==> src/rtl/pal_ram.sv <==
// ----------------------------------------------------------------------------
// pal_ram: generic simple dual-port RAM
// One write port, one read port, read data registered.
// ----------------------------------------------------------------------------
module pal_ram #(
  parameter int unsigned WIDTH = 32,
  parameter int unsigned DEPTH = 128,
  localparam int unsigned AW   = (DEPTH > 1) ? $clog2(DEPTH) : 1
) (
  input  logic             clk_i,
  input  logic             we_i,
  input  logic [AW-1:0]    waddr_i,
  input  logic [WIDTH-1:0] wdata_i,
  input  logic             re_i,
  input  logic [AW-1:0]    raddr_i,
  output logic [WIDTH-1:0] rdata_o
);

  logic [WIDTH-1:0] mem_q [DEPTH];
  logic [WIDTH-1:0] rdata_q;

  always_ff @(posedge clk_i) begin
    if (we_i) begin
      mem_q[waddr_i] <= wdata_i;
    end
    if (re_i) begin
      rdata_q <= mem_q[raddr_i];
    end
  end

  assign rdata_o = rdata_q;

endmodule

==> config.mk <==
export PLATFORM = sky130hd
export DESIGN_NAME = pal_ram
export DESIGN_NICKNAME = d
export VERILOG_FILES = /design/src/rtl/pal_ram.sv
export SDC_FILE = /design/constraint.sdc
export NUM_CORES = 2
export LEC_CHECK = 0
export BUFFER_PORTS_ARGS = -buffer_cell sky130_fd_sc_hd__buf_2
export CORE_UTILIZATION = 60
export CTS_CLUSTER_SIZE = 12
export DETAILED_ROUTE_END_ITERATION = 16
export PLACE_DENSITY = 0.79
export SYNTH_ARGS = -nofsm -noshare
export SYNTH_HDL_FRONTEND = slang
export SYNTH_SLANG_ARGS = --single-unit
export TNS_END_PERCENT = 100
==> constraint.sdc <==
create_clock -name clk_i -period 5.4 [get_ports clk_i]
set_input_delay 0.54 -clock clk_i [delete_from_list [all_inputs] [get_ports clk_i]]
set_output_delay 0.54 -clock clk_i [all_outputs]
set_load 0.01 [all_outputs]
Yosys cells after proc, flatten, opt, wreduce, memory -nomap -nowiden
Memories as Yosys holds them, arrays and structs flattened. A register that Yosys moved wholly into a read port is not among the register bits.
Index checks and enable logic that the tools add are counted.
{"block": "totals", "n_memories": 1, "elab_cells": 3, "out_inout_bits": 32, "register_bits": 0, "inputBits": 49, "ram_bits": 4096}
{"memory": "mem_q", "words": 128, "width": 32, "rd": 1, "rd_ports_with_merged_regs": 1, "wr": 1, "line": "19", "source": "logic [WIDTH-1:0] mem_q [DEPTH];"}
{"block": "op_classes", "muxes": 2}
{"operator": "$mux 1", "n": 2}

Longest topological paths before layout
{"block": "logic_depth", "depth_word": 2, "ltp_mapped": 8, "depth_no_buf": 4}

Worst setup path after synthesis
Ideal clock, no wire load.
{"block": "synth_path", "kind": "in2reg", "startpoint": "input port we_i", "endpoint": "memory mem_q[98][0] (enable)", "stages": 3, "arrival_ns": 3.318, "slack_ns": 1.621, "path_buffers": 1, "required_ns": 4.939, "setup_ns": 0.461, "path_cell_list": "clkbuf_1 > nand4_1 > nor3_1"}
{"block": "synth_via", "elab_chain_cells": 2}
{"element": "start, declared", "line": "11", "source": "input logic we_i,"}
{"element": "$mux 1", "line": "23", "source": "if (we_i) begin"}
{"element": "$mux 1 (implied by the code)", "line": "24", "source": "mem_q[waddr_i] <= wdata_i;"}
{"element": "end, declared", "line": "19"}
No other way between the ends.

==> results.md <==
* Seq. cell area at 124,000 um2
* Wire length per cell after detailed routing at 44.90 um
* Max clock buf depth at 4
* Portion of netlist area occupied by mux cells at 0.1956
* Total Nets Final at 6,497
* Overall die height at 512.9 um
* Post-synth cell types at 16
* Psw at 13,970 uW
* Syn nets at 6,039
* Kind of start point of the critical path: input port
* Worst clock skew on the final layout at 0.05794 ns
* Number of buffers added by the clock tree synthesis step at 401
* Congestion Overflow GR at 0
* Compound-cell area share of the yosys netlist at 0
* TritonCTS clock tree: built
* Initial drt markers at 13.29k
* Number of top-level pins at 81
* Port-buffer cells at 80
* Launching point of the worst reg2reg path: mem_q[29][23]
* Switching portion of total power at 0.2174
* Dominant combinational cell family by area after synthesis: multiplexers
* Mean cell area of the mapped netlist at 26.14 um2
* Power per unit of standard cell area at 367.5 nW/um2
* Number of hold violations in the final report at 0
* Leading cell type in the layout, fill and taps excluded: sky130_fd_sc_hd__edfxtp_1
* Share of final-layout standard cells stronger than drive strength 1 at 0.3493
* Max Fclk at 294.0 MHz
* Arrival time at the worst endpoint at 4.07 ns
* Fin crit share at 0.6299
* Cell count after synthesis at 5,990
* Clock transition time at the flip-flop clock pins of the worst setup and hold paths at 0.06 ns
* Total number of yosys warnings at 0
* Number of H-tree branching levels at 5
* Max capacitance violation total at 0
* Adder-cell share of the synthesized area at 0
* Via count of the first global-routing pass at 77.89k
* Hold path startpoint: wdata_i[24]
* WHS Endpoint: mem_q[38][24]
* Initial Util at 0.6035
* RR Endpoint: rdata_o[23]
* Post-synthesis sequential area ratio at 0.7916
* Fin crit period at 3.402 ns
* Clock latency on the worst-skew pair at 0.93 ns
* Worst Reg-to-Reg Cells at 4
* Final count of pins violating max slew at 0
* Netlist area before placement at 156,600 um2
* Clk pwr share at 0.392
* Post-Synth XOR/XNOR Area at 0
* Global-route wire length before repair at 618.1 mm
* Synthesized-area fraction occupied by and/or/nand/nor cells at 0.004450
* Multi-input logic area at 32,280 um2
* Total Die Area at 263,000 um2
* RSZ-0062 raised after global routing: false
* Internal Power at 50,270 uW
* Element type at the critical path end: register
* Setup CP Type: input port to register
* LEAKAGE at 0.05333 uW
* Register bit count reported by yosys at 4,128
* Sinks on the clock net at 4,128
* Commonest non-fill, non-tap cells in the layout: sky130_fd_sc_hd__edfxtp_1 (4,128), sky130_fd_sc_hd__mux4_2 (1,344), sky130_fd_sc_hd__clkbuf_16 (404)
* Total Routing Usage GR at 0.3466
* Remaining design rule violation count at 0
* Register-to-register setup slack at 2.53 ns
* Layout Area Growth over Synthesis at 11.60%
* Classification of the worst-slack hold path: input port to register
* Relative contribution of combinational cells to total power at 0.055
* Largest net degree at the start of global routing at 114
* Worst hold-check slack at 0.1018 ns
* Outcome: finished, final reports clean
* # rows at 187
* Worst hold path cell count at 1
* Crit path required time at 6.07 ns
* Core outline area at 259,500 um2
* Antenna violations before repair at 62
* Vias at 75.36k
* Number of fill cells in the layout at 14.30k
* Max transition margin at 0.08137
* Number of routed nets with antenna violations at 0
* CP max FO at 46
* X dimension of the die at 512.9 um
* Vias/cell at 7.520
* Number of setup violations in the final report at 0
* Total wire length at 450.0 mm
* Cell at the root of the clock tree: sky130_fd_sc_hd__clkbuf_16
* Tightest Pin Transition at 1.378 ns
* Detailed-router iteration count before antenna repair at 5
* Final weighted congestion in routability-driven placement at 0.8515
* Final HPWL from detailed placement at 235.2 mm
* Post-route setup TNS at 0 ns
* Highest ir drop seen on vdd at 0.3802 mV
* Sequential fraction of design power at 0.553
[worst max-delay path by stage]
stage	to	slack, ns	cells after the start	from
final	rdata_o[28]	2.00	8	raddr_i[0]
after global routing	rdata_o[28]	1.97	8	raddr_i[0]
after CTS	rdata_o[28]	2.03	8	raddr_i[0]
after detailed placement	rdata_o[28]	1.10	8	raddr_i[0]
after global placement	rdata_o[28]	1.16	8	raddr_i[0]
after floorplan	mem_q[98][0]	1.62	3	we_i
[final cells by class]
type | count | share of cell area
Sequential cell | 4128 | 0.7093
Multi-Input combinational cell | 1546 | 0.1847
Clock buffer | 493 | 0.05976
Tap cell | 3402 | 0.02436
Timing Repair Buffer | 371 | 0.01886
Clock inverter | 63 | 0.002749
Antenna cell | 19 | 0.0002720
[power by group through the flow]
| stage | Combinational [uW] | Sequential [uW] | Clock, uW |
|---|---|---|---|
| 6_report | 3520 | 35500 | 25200 |
| 5_1_grt | 3560 | 35500 | 26300 |
| 4_1_cts | 3450 | 35500 | 25200 |
| 3_5_place_dp | 3360 | 36200 | 0 |
| 3_3_place_gp | 3260 | 36200 | 0 |
| 2_1_floorplan | 1710 | 36100 | 0 |
[cells by family (layout without fill, tap and decap cells)]
group	count (synthesis)	in the layout
buf+inv	316	927
flops	4128	4128
mux	1376	1376
other cells	0	19
simple gates	170	170
[critical path, stage by stage]
cell and delay [ns]:
sky130_fd_sc_hd__buf_12 0.40, sky130_fd_sc_hd__buf_12 0.32, sky130_fd_sc_hd__buf_4 0.28, sky130_fd_sc_hd__buf_4 0.39, sky130_fd_sc_hd__mux4_2 0.61, sky130_fd_sc_hd__mux4_2 0.58, sky130_fd_sc_hd__mux4_2 0.57, sky130_fd_sc_hd__mux2_2 0.29
[cells in the mapped netlist (all sizes together)]
| library cell | count | area, um2 |
|---|---|---|
| buf | 134 | 628.1 |
| clkbuf | 182 | 683.2 |
| edfxtp | 4128 | 124000 |
| mux2 | 32 | 360.4 |
| mux4 | 1344 | 30270 |
| nand2 | 14 | 52.55 |
| nand2b | 2 | 12.51 |
| nand3 | 12 | 60.06 |
| nand4 | 3 | 18.77 |
| nor2 | 122 | 457.9 |
| nor2b | 7 | 43.79 |
| nor3 | 9 | 45.04 |
| or3 | 1 | 6.260 |
[registers in the layout, indices dropped and copies added (netlist names)]
signal,flops
mem_q,4096
rdata_o,32
[stage by stage]
step,area [um2],cells,utilization,power [uW],setup WS [ns]
detailed placement,163800,9446,0.6312,39560,1.102
finish,174800,10020,0.6735,64240,1.998
CTS,174700,10000,0.6734,64180,2.026
global route,174700,10010,0.6734,65340,1.973
global placement,163800,9446,0.6312,39450,1.155
floorplan,156600,5990,-,37850,1.621
[layer usage]
metal	vias up	track usage	share of wire
met3	1614	0.08903	0.13
li1	27130	-	-
met5	-	0	0.00089
met2	7214	0.5538	0.49
met1	39350	0.4280	0.30
met4	56	0.2174	0.075
[timing repair]
| action | CTS | global route |
|---|---|---|
| hold endpoints to repair | 15 | 0 |
| hold buffers | 1 | 0 |
| gates resized for setup | 0 | 0 |
| setup buffers | 0 | 0 |
(Power assumes the default switching activity.)
